[src/design/kpc_pkg.sv]
// Shared types, codes and a helper function for the k-mer pattern counter.
package kpc_pkg;

  localparam int CFG_BITS = 4;
  localparam logic [CFG_BITS-1:0] WINDOW_RESET = 4'd4;
  localparam int RUN_BITS = 4;
  localparam int INDEX_BITS = 16;
  localparam int VALUE_BITS = 32;

  typedef enum logic [1:0] {
    MODE_BASE         = 2'd0,
    MODE_READ_PATTERN = 2'd1,
    MODE_READ_BASE    = 2'd2,
    MODE_NEW_SEQ      = 2'd3
  } mode_t;

  typedef struct packed {
    mode_t                 mode;
    logic [7:0]            base_char;
    logic [INDEX_BITS-1:0] read_index;
  } item_t;

  typedef struct packed {
    logic [VALUE_BITS-1:0] count_value;
    logic                  from_histogram;
  } result_t;

  typedef struct packed {
    logic       hit;
    logic [1:0] code;
  } base_t;

  // Request from the sequence front end to the pattern count store.
  typedef struct packed {
    logic issue;
    logic bump;
  } store_req_t;

  // Maps a sequence character to its 2-bit base: t, c, a, g in either case.
  function automatic base_t base_code(input logic [7:0] ch);
    base_t b;
    b.hit  = 1'b1;
    b.code = 2'd0;
    case (ch) inside
      "t", "T": b.code = 2'd0;
      "c", "C": b.code = 2'd1;
      "a", "A": b.code = 2'd2;
      "g", "G": b.code = 2'd3;
      default:  b.hit  = 1'b0;
    endcase
    return b;
  endfunction

endpackage

[src/design/kpc_seq_front.sv]
// Sequence front end: base decoding, pattern shift, good run and base totals.
module kpc_seq_front #(
  parameter int MAX_WINDOW = 8,
  parameter int COUNT_BITS = 32
) (
  input  logic                          clk,
  input  logic                          rst,
  input  logic                          accept,
  input  kpc_pkg::item_t                item,
  input  logic [kpc_pkg::CFG_BITS-1:0]  window_size,
  output kpc_pkg::store_req_t           req,
  output logic [2*MAX_WINDOW-1:0]       pat_addr,
  output logic [COUNT_BITS-1:0]         base_value
);
  import kpc_pkg::*;

  localparam int ADDR_BITS = 2 * MAX_WINDOW;

  logic [ADDR_BITS-1:0]  pattern_shift;
  logic [ADDR_BITS-1:0]  pattern_shift_next;
  logic [RUN_BITS-1:0]   good_run;
  logic [RUN_BITS-1:0]   good_run_next;
  logic [RUN_BITS-1:0]   run_inc;
  logic [COUNT_BITS-1:0] base_totals [4];
  logic [CFG_BITS-1:0]   win;
  logic [ADDR_BITS-1:0]  mask;
  logic [ADDR_BITS+1:0]  shifted;
  base_t                 b;
  logic [1:0]            base_sel;
  logic                  base_inc;

  assign b = base_code(item.base_char);

  always_comb begin
    win = window_size;
    if (win == '0) begin
      win = CFG_BITS'(1);
    end
    if (win > CFG_BITS'(MAX_WINDOW)) begin
      win = CFG_BITS'(MAX_WINDOW);
    end
    for (int i = 0; i < ADDR_BITS; i++) begin
      mask[i] = (i < 2 * int'(win));
    end
  end

  assign shifted  = {pattern_shift, b.code};
  assign run_inc  = (&good_run) ? good_run : good_run + RUN_BITS'(1);
  assign base_sel = (item.mode == MODE_BASE) ? b.code : item.read_index[1:0];
  assign base_value = base_totals[base_sel];

  always_comb begin
    pattern_shift_next = pattern_shift;
    good_run_next      = good_run;
    base_inc           = 1'b0;
    req                = '0;
    pat_addr           = ADDR_BITS'(item.read_index);
    unique case (item.mode)
      MODE_BASE: begin
        if (b.hit) begin
          base_inc           = 1'b1;
          pattern_shift_next = shifted[ADDR_BITS-1:0] & mask;
          good_run_next      = run_inc;
          pat_addr           = pattern_shift_next;
          req.issue          = (run_inc >= win);
          req.bump           = (run_inc >= win);
        end else begin
          good_run_next = '0;
        end
      end
      MODE_READ_PATTERN: begin
        req.issue = 1'b1;
      end
      MODE_READ_BASE: begin
      end
      MODE_NEW_SEQ: begin
        pattern_shift_next = '0;
        good_run_next      = '0;
      end
      default: begin
      end
    endcase
    req.issue = req.issue & accept;
    req.bump  = req.bump & accept;
  end

  always_ff @(posedge clk) begin
    if (rst) begin
      pattern_shift <= '0;
      good_run      <= '0;
      for (int i = 0; i < 4; i++) begin
        base_totals[i] <= '0;
      end
    end else if (accept) begin
      pattern_shift <= pattern_shift_next;
      good_run      <= good_run_next;
      if (base_inc && !(&base_value)) begin
        base_totals[base_sel] <= base_value + COUNT_BITS'(1);
      end
    end
  end

endmodule

[config.mk]
export PLATFORM = sky130hd
export DESIGN_NAME = kpc_seq_front
export DESIGN_NICKNAME = d
export VERILOG_FILES = /design/src/design/kpc_pkg.sv /design/src/design/kpc_seq_front.sv
export SDC_FILE = /design/constraint.sdc
export NUM_CORES = 1
export LEC_CHECK = 0
export ABC_AREA = 1
export ABC_CLOCK_PERIOD_IN_PS = 6000
export BUFFER_PORTS_ARGS = -buffer_cell sky130_fd_sc_hd__buf_2
export CORE_UTILIZATION = 25
export CTS_CLUSTER_SIZE = 10
export DETAILED_ROUTE_END_ITERATION = 12
export SETUP_SLACK_MARGIN = 0.05
export SLEW_MARGIN = 20
export SYNTH_ARGS = -nofsm -noshare
export SYNTH_HDL_FRONTEND = slang
export SYNTH_SLANG_ARGS = --single-unit
[constraint.sdc]
create_clock -name clk -period 6 [get_ports clk]
set_clock_uncertainty 0.05 [all_clocks]
set_input_delay 0.3 -clock clk [delete_from_list [all_inputs] [get_ports clk]]
set_output_delay 0.3 -clock clk [all_outputs]
set_load 0.1 [all_outputs]
Yosys cells after proc, flatten, opt, wreduce, memory -nomap -nowiden
Memories as Yosys holds them, arrays and structs flattened.
Index checks and enable logic that the tools add are counted.
{"block": "word_totals", "elab_cells": 83, "memories": 1, "out_inout_bits": 50, "register_bits": 18, "inputBits": 33, "mem_bits_rw": 128}
{"memory": "base_totals", "words": 4, "width": 32, "read_ports": 1, "rd_clocked_by_memory_dff": 0, "wr": 4, "line": "kpc_seq_front.sv:24", "source": "logic [COUNT_BITS-1:0] base_totals [4];"}
{"block": "classes", "addsub": 2, "bitwise_logic": 3, "order_cmp": 18, "mux": 32, "eq_ne": 11, "n_reduce_logical": 14}
{"cell": "equality test 8 x 7 -> 1 bit, second input constant", "count": 8}
{"cell": "less-than comparator 4 x 5 -> 1 bit, first input constant", "count": 8}
{"cell": "adder 32 x 1 -> 32 bit, second input constant", "count": 1}
{"cell": "2-to-1 mux 16 bit", "count": 2}
{"cell": "2-to-1 mux 32 bit", "count": 1}
{"cell": "AND reduction 32 bit", "count": 1}
{"cell": "OR reduction 32 bit", "count": 1}
{"cell": "case mux 14 bit (2 select lines)", "count": 1}
{"cell": "less-than comparator 3 x 5 -> 1 bit, first input constant", "count": 4}
{"cell": "AND 16 bit", "count": 1}
{"cell": "2-to-1 mux 4 bit", "count": 4}
{"cell": "2-to-1 mux 1 bit", "count": 14}
{"cell": "2-to-1 mux 14 bit", "count": 1}
{"cell": "2-to-1 mux 2 bit", "count": 7}
{"cell": "less-than comparator 1 x 5 -> 1 bit, first input constant", "count": 2}
{"cell": "less-than comparator 2 x 5 -> 1 bit, first input constant", "count": 2}
{"cell": "case mux 4 bit (2 select lines)", "count": 1}
{"cell": "OR reduction 2 bit", "count": 4}
{"cell": "adder 4 x 1 -> 4 bit, second input constant", "count": 1}
{"cell": ">= comparator 4 bit", "count": 1}
{"cell": "> comparator 4 bit, second input constant", "count": 1}
{"cell": "logical NOT 4 bit", "count": 1}
{"cell": "AND reduction 4 bit", "count": 1}
{"cell": "AND reduction 3 bit", "count": 1}
{"cell": "other kinds (10)", "count": 11}

Depth between registers and ports, before layout
An unclocked memory read counts as a cell.
{"block": "depth", "ltp_word": 17, "ltp_mapped": 23, "ltp_nobuf": 20}

Worst setup path after synthesis
OpenSTA, ideal clock, no wires.
{"block": "synth_timing", "path_type": "input port to flip-flop", "startpoint": "input item[24] in the netlist's numbering", "endpoint": "memory base_totals[0][0], enable pin", "n_path_buf": 4, "t_arrival_ns": 5.101, "t_required_ns": 5.484, "path_slack_ns": 0.383, "setup_time_ns": 0.466, "path_stages": 20, "path_cell_list": "inv_1 > ha_1 > buf_4 > inv_1 > nand2_2 > nand2_4 > buf_2 > buf_6 > nand2_1 > nand3_1 > o21ai_2 > ha_1 > inv_1 > nor2_4 > nand2_2 > nor2_4 > nand3_2 > nand4_2 > buf_6 > o21ai_0"}
{"item": "from (decl)", "line": "kpc_seq_front.sv:9", "source": "input kpc_pkg::item_t item,"}
{"item": "to (decl)", "line": "kpc_seq_front.sv:24"}

==> flow_summary.toml <==
[critical_path]
criticalPathCategory = "in2reg"
cp-start-kind = "primary input"
path_cells = "buf_2, inv_1, ha_1, nor2_1, inv_2, nand2_2, buf_4, nand3_1, nand2_1, nand2_1, nor2_1, nand2_1, nor2_4, nand3_2, nand2_1, inv_2, nand3_4, nand2_1, buf_4"
path_buf_inv = 6
path_common_cell = "nand2_1"
cp.depth = 19
r2r_cells = 15
cp_top_family = "simple AND/OR/NAND/NOR gates"
crit_required_ns = 6.10
cp_max_fo = 33
worstPathArrival_ns = 4.08
slowest_delay_ns = 0.42
crit_path_end_kind = "flop"
cp_slowest_cell = "nand2_2"

[final_layout]
area_growth_pct = 16.4
finish.utilization = 0.299
final_common_cell = "nand2_1"
instances_no_fill = 1614
regArea_mm2 = 0.00420
drive_gt1_frac = 0.165
antenna_cells = 0
nFillCells = 3623
fin_nets = 1195
multi_input_area_mm2 = 0.00358
mostFrequentLayoutCells = "nand2_1 (272), inv_1 (166), nor2_1 (131)"

[route]
detail-route-antenna-nets = 0
via_per_inst = 4.50
post_drt_wl_per_cell_um = 14.5
drtIter0Drc = 445
drc = 0
via_count = 7258
wirelength_um = 23400
drtPass1Iterations = 5

[floorplan]
io_pins = 83
die_x_um = 189
die_y_um = 189
coreArea_mm2 = 0.0339
initial_core_util = 0.257
num_rows = 67
die-area_mm2 = 0.0356

[timing]
worstMarginPinSlew_ns = 0.862
rsz0062_at_grt = "no"
fin_crit_sh = 0.663
max_slew_margin = 0.423
layout_min_cycle_time_ns = 3.98
setup_viol = 0
setup_tns_ns = 0
finalMaxSlewViolations = 0
hold_viol = 0
max_freq_mhz = 251

[yosys]
synthCells = 1087
synthTopCellsByArea = "edfxtp_1 (44%), nand2_1 (12%), inv_1 (7.2%), nand3_1 (7.0%), nor2_1 (5.6%)"
synth_top_area_cell = "edfxtp_1"
syn-cell-area_mm2 = 0.00871
seq_area_frac_synth = 0.483
synthFlopType = "edfxtp_1"
synth_edf_count = 128
ys_seq_elements = 146
ys_types = 40
avgSynthCellArea_um2 = 8.01
synth_nets = 1129
synthArstFlopShare = 0
synth_top_area_frac = 0.441
yosys_warnings = 0

[grt]
grt.total_usage = 0.137
grt_pass1_vias = 6985
grt_pass1_wl_um = 37900
grt_max_degree = 44
grt_overflow = 0
grt_antenna_before_repair = 0

[outcome]
outcome = "finished clean"

[placed_design]
place.detailed.hpwl_um = 15500
dpl.cell_count = 1582
io_buffers = 81
gp_congestion = 0.875

[clock_network]
cts_max_level = 4
cts_root_buf = "clkbuf_16"
cts_setup_buffers = 0
clk_pin_slew_ns = 0.07
worstSkewPairLatency_ns = 0.43
clkSinkCount = 146
cts_tree = "built"
clock_path_buffers = 2
cts_resized = 0
holdBufCountCts = 0
cts_buffers = 17

[pwr]
power_frac_clock = 0.376
switching_share = 0.335
pwr-share-seq = 0.404
peakVddDrop_v = 0.000210
power_switching_mw = 0.949
powerDensity_mw_per_mm2 = 279
p_leak_nw = 4.34
combPwrFrac = 0.220
p_int_mw = 1.88

[worst_hold_path]
hold_depth = 2
hold_path_class = "in2reg"

[job]
cap_violations = 0
## area by class of cell
type,instances,area share
sequential,146,0.415
multi-input combinational,719,0.353
inverter,170,0.0629
tap,448,0.0553
timing repair buffer,99,0.0545
clock buffer,24,0.0538
clock inverter,8,0.00580
## cell families after synthesis
group,count (synthesis),synth area share
and+or+nand+nor,638,0.337
AOI/OAI and AO/OA,55,0.0385
muxes,1,0.00129
DFF,146,0.483
adders and majority gates,9,0.0129
xor gates and xnor gates,16,0.0161
buffers and inverters,222,0.111
## Yosys cell counts, types with 4 or more instances
library cell	count
nand3b_1	12
a211oi_1	8
clkbuf_1	12
inv_2	4
xnor2_1	9
nand2_2	15
nor2_4	4
xor2_1	7
o21ai_0	17
nand2_1	272
nor2_2	4
buf_4	8
inv_1	166
edfxtp_1	128
buf_1	4
nor3_2	20
buf_6	11
a21oi_1	20
buf_2	17
ha_1	9
nand3_1	121
nor3_1	46
dfxtp_1	18
nor2_1	131
## worst reg2reg max path, stage by stage (launching register included)
cell and delay (ns):
edfxtp_1 0.31, inv_1 0.03, nand2_1 0.05, nand2_1 0.09, o21ai_4 0.25, ha_1 0.29, inv_1 0.11, nor2_4 0.19
nand2_2 0.14, nor2_4 0.19, nand3_2 0.16, nand2_1 0.17, inv_2 0.08, nand3_4 0.36, nand2_1 0.14, buf_4 0.27
## power groups by stage
stage | logic, mW | clock network, mW | registers (mW)
floorplan | 0.488 | 0 | 1.17
global placement | 0.623 | 0 | 1.16
detailed placement | 0.626 | 0 | 1.17
CTS | 0.628 | 1.08 | 1.14
global route | 0.669 | 1.12 | 1.15
finish | 0.623 | 1.07 | 1.14
## layer usage
metal  share of wire  up-vias  global-route usage
li1                -     3642                   -
met1            0.43     3433               0.167
met2            0.51      159               0.240
met3           0.048       24              0.0279
met4           0.015        0              0.0413
met5               0        -                   0
## registers in the layout (all words and copies together) (netlist names)
register / cells
base_totals: 128
good_run: 4
pattern_shift: 14
## through the flow
step	hold slack (ns)	cell area (um^2)	power, mW	worst slack [ns]
after floorplan	0.328	8710	1.65	0.383
after global placement	0.406	9540	1.79	1.64
after detailed placement	0.410	9540	1.79	1.58
after CTS	0.153	10100	2.85	2.02
after global routing	0.179	10100	2.94	1.73
final	0.179	10100	2.83	2.02
## path summary, 6_finish.rpt
check / startpoint / to / slack, ns
worst max register to register: base_totals[0][0] / base_totals[1][20] / 2.83
worst min-delay path: rst / good_run[1] / 0.18
worst max-delay path: item[24] / base_totals[1][20] / 2.02
worst min register to register: pattern_shift[6] / pattern_shift[6] / 0.42
(Power assumes the default switching activity.)
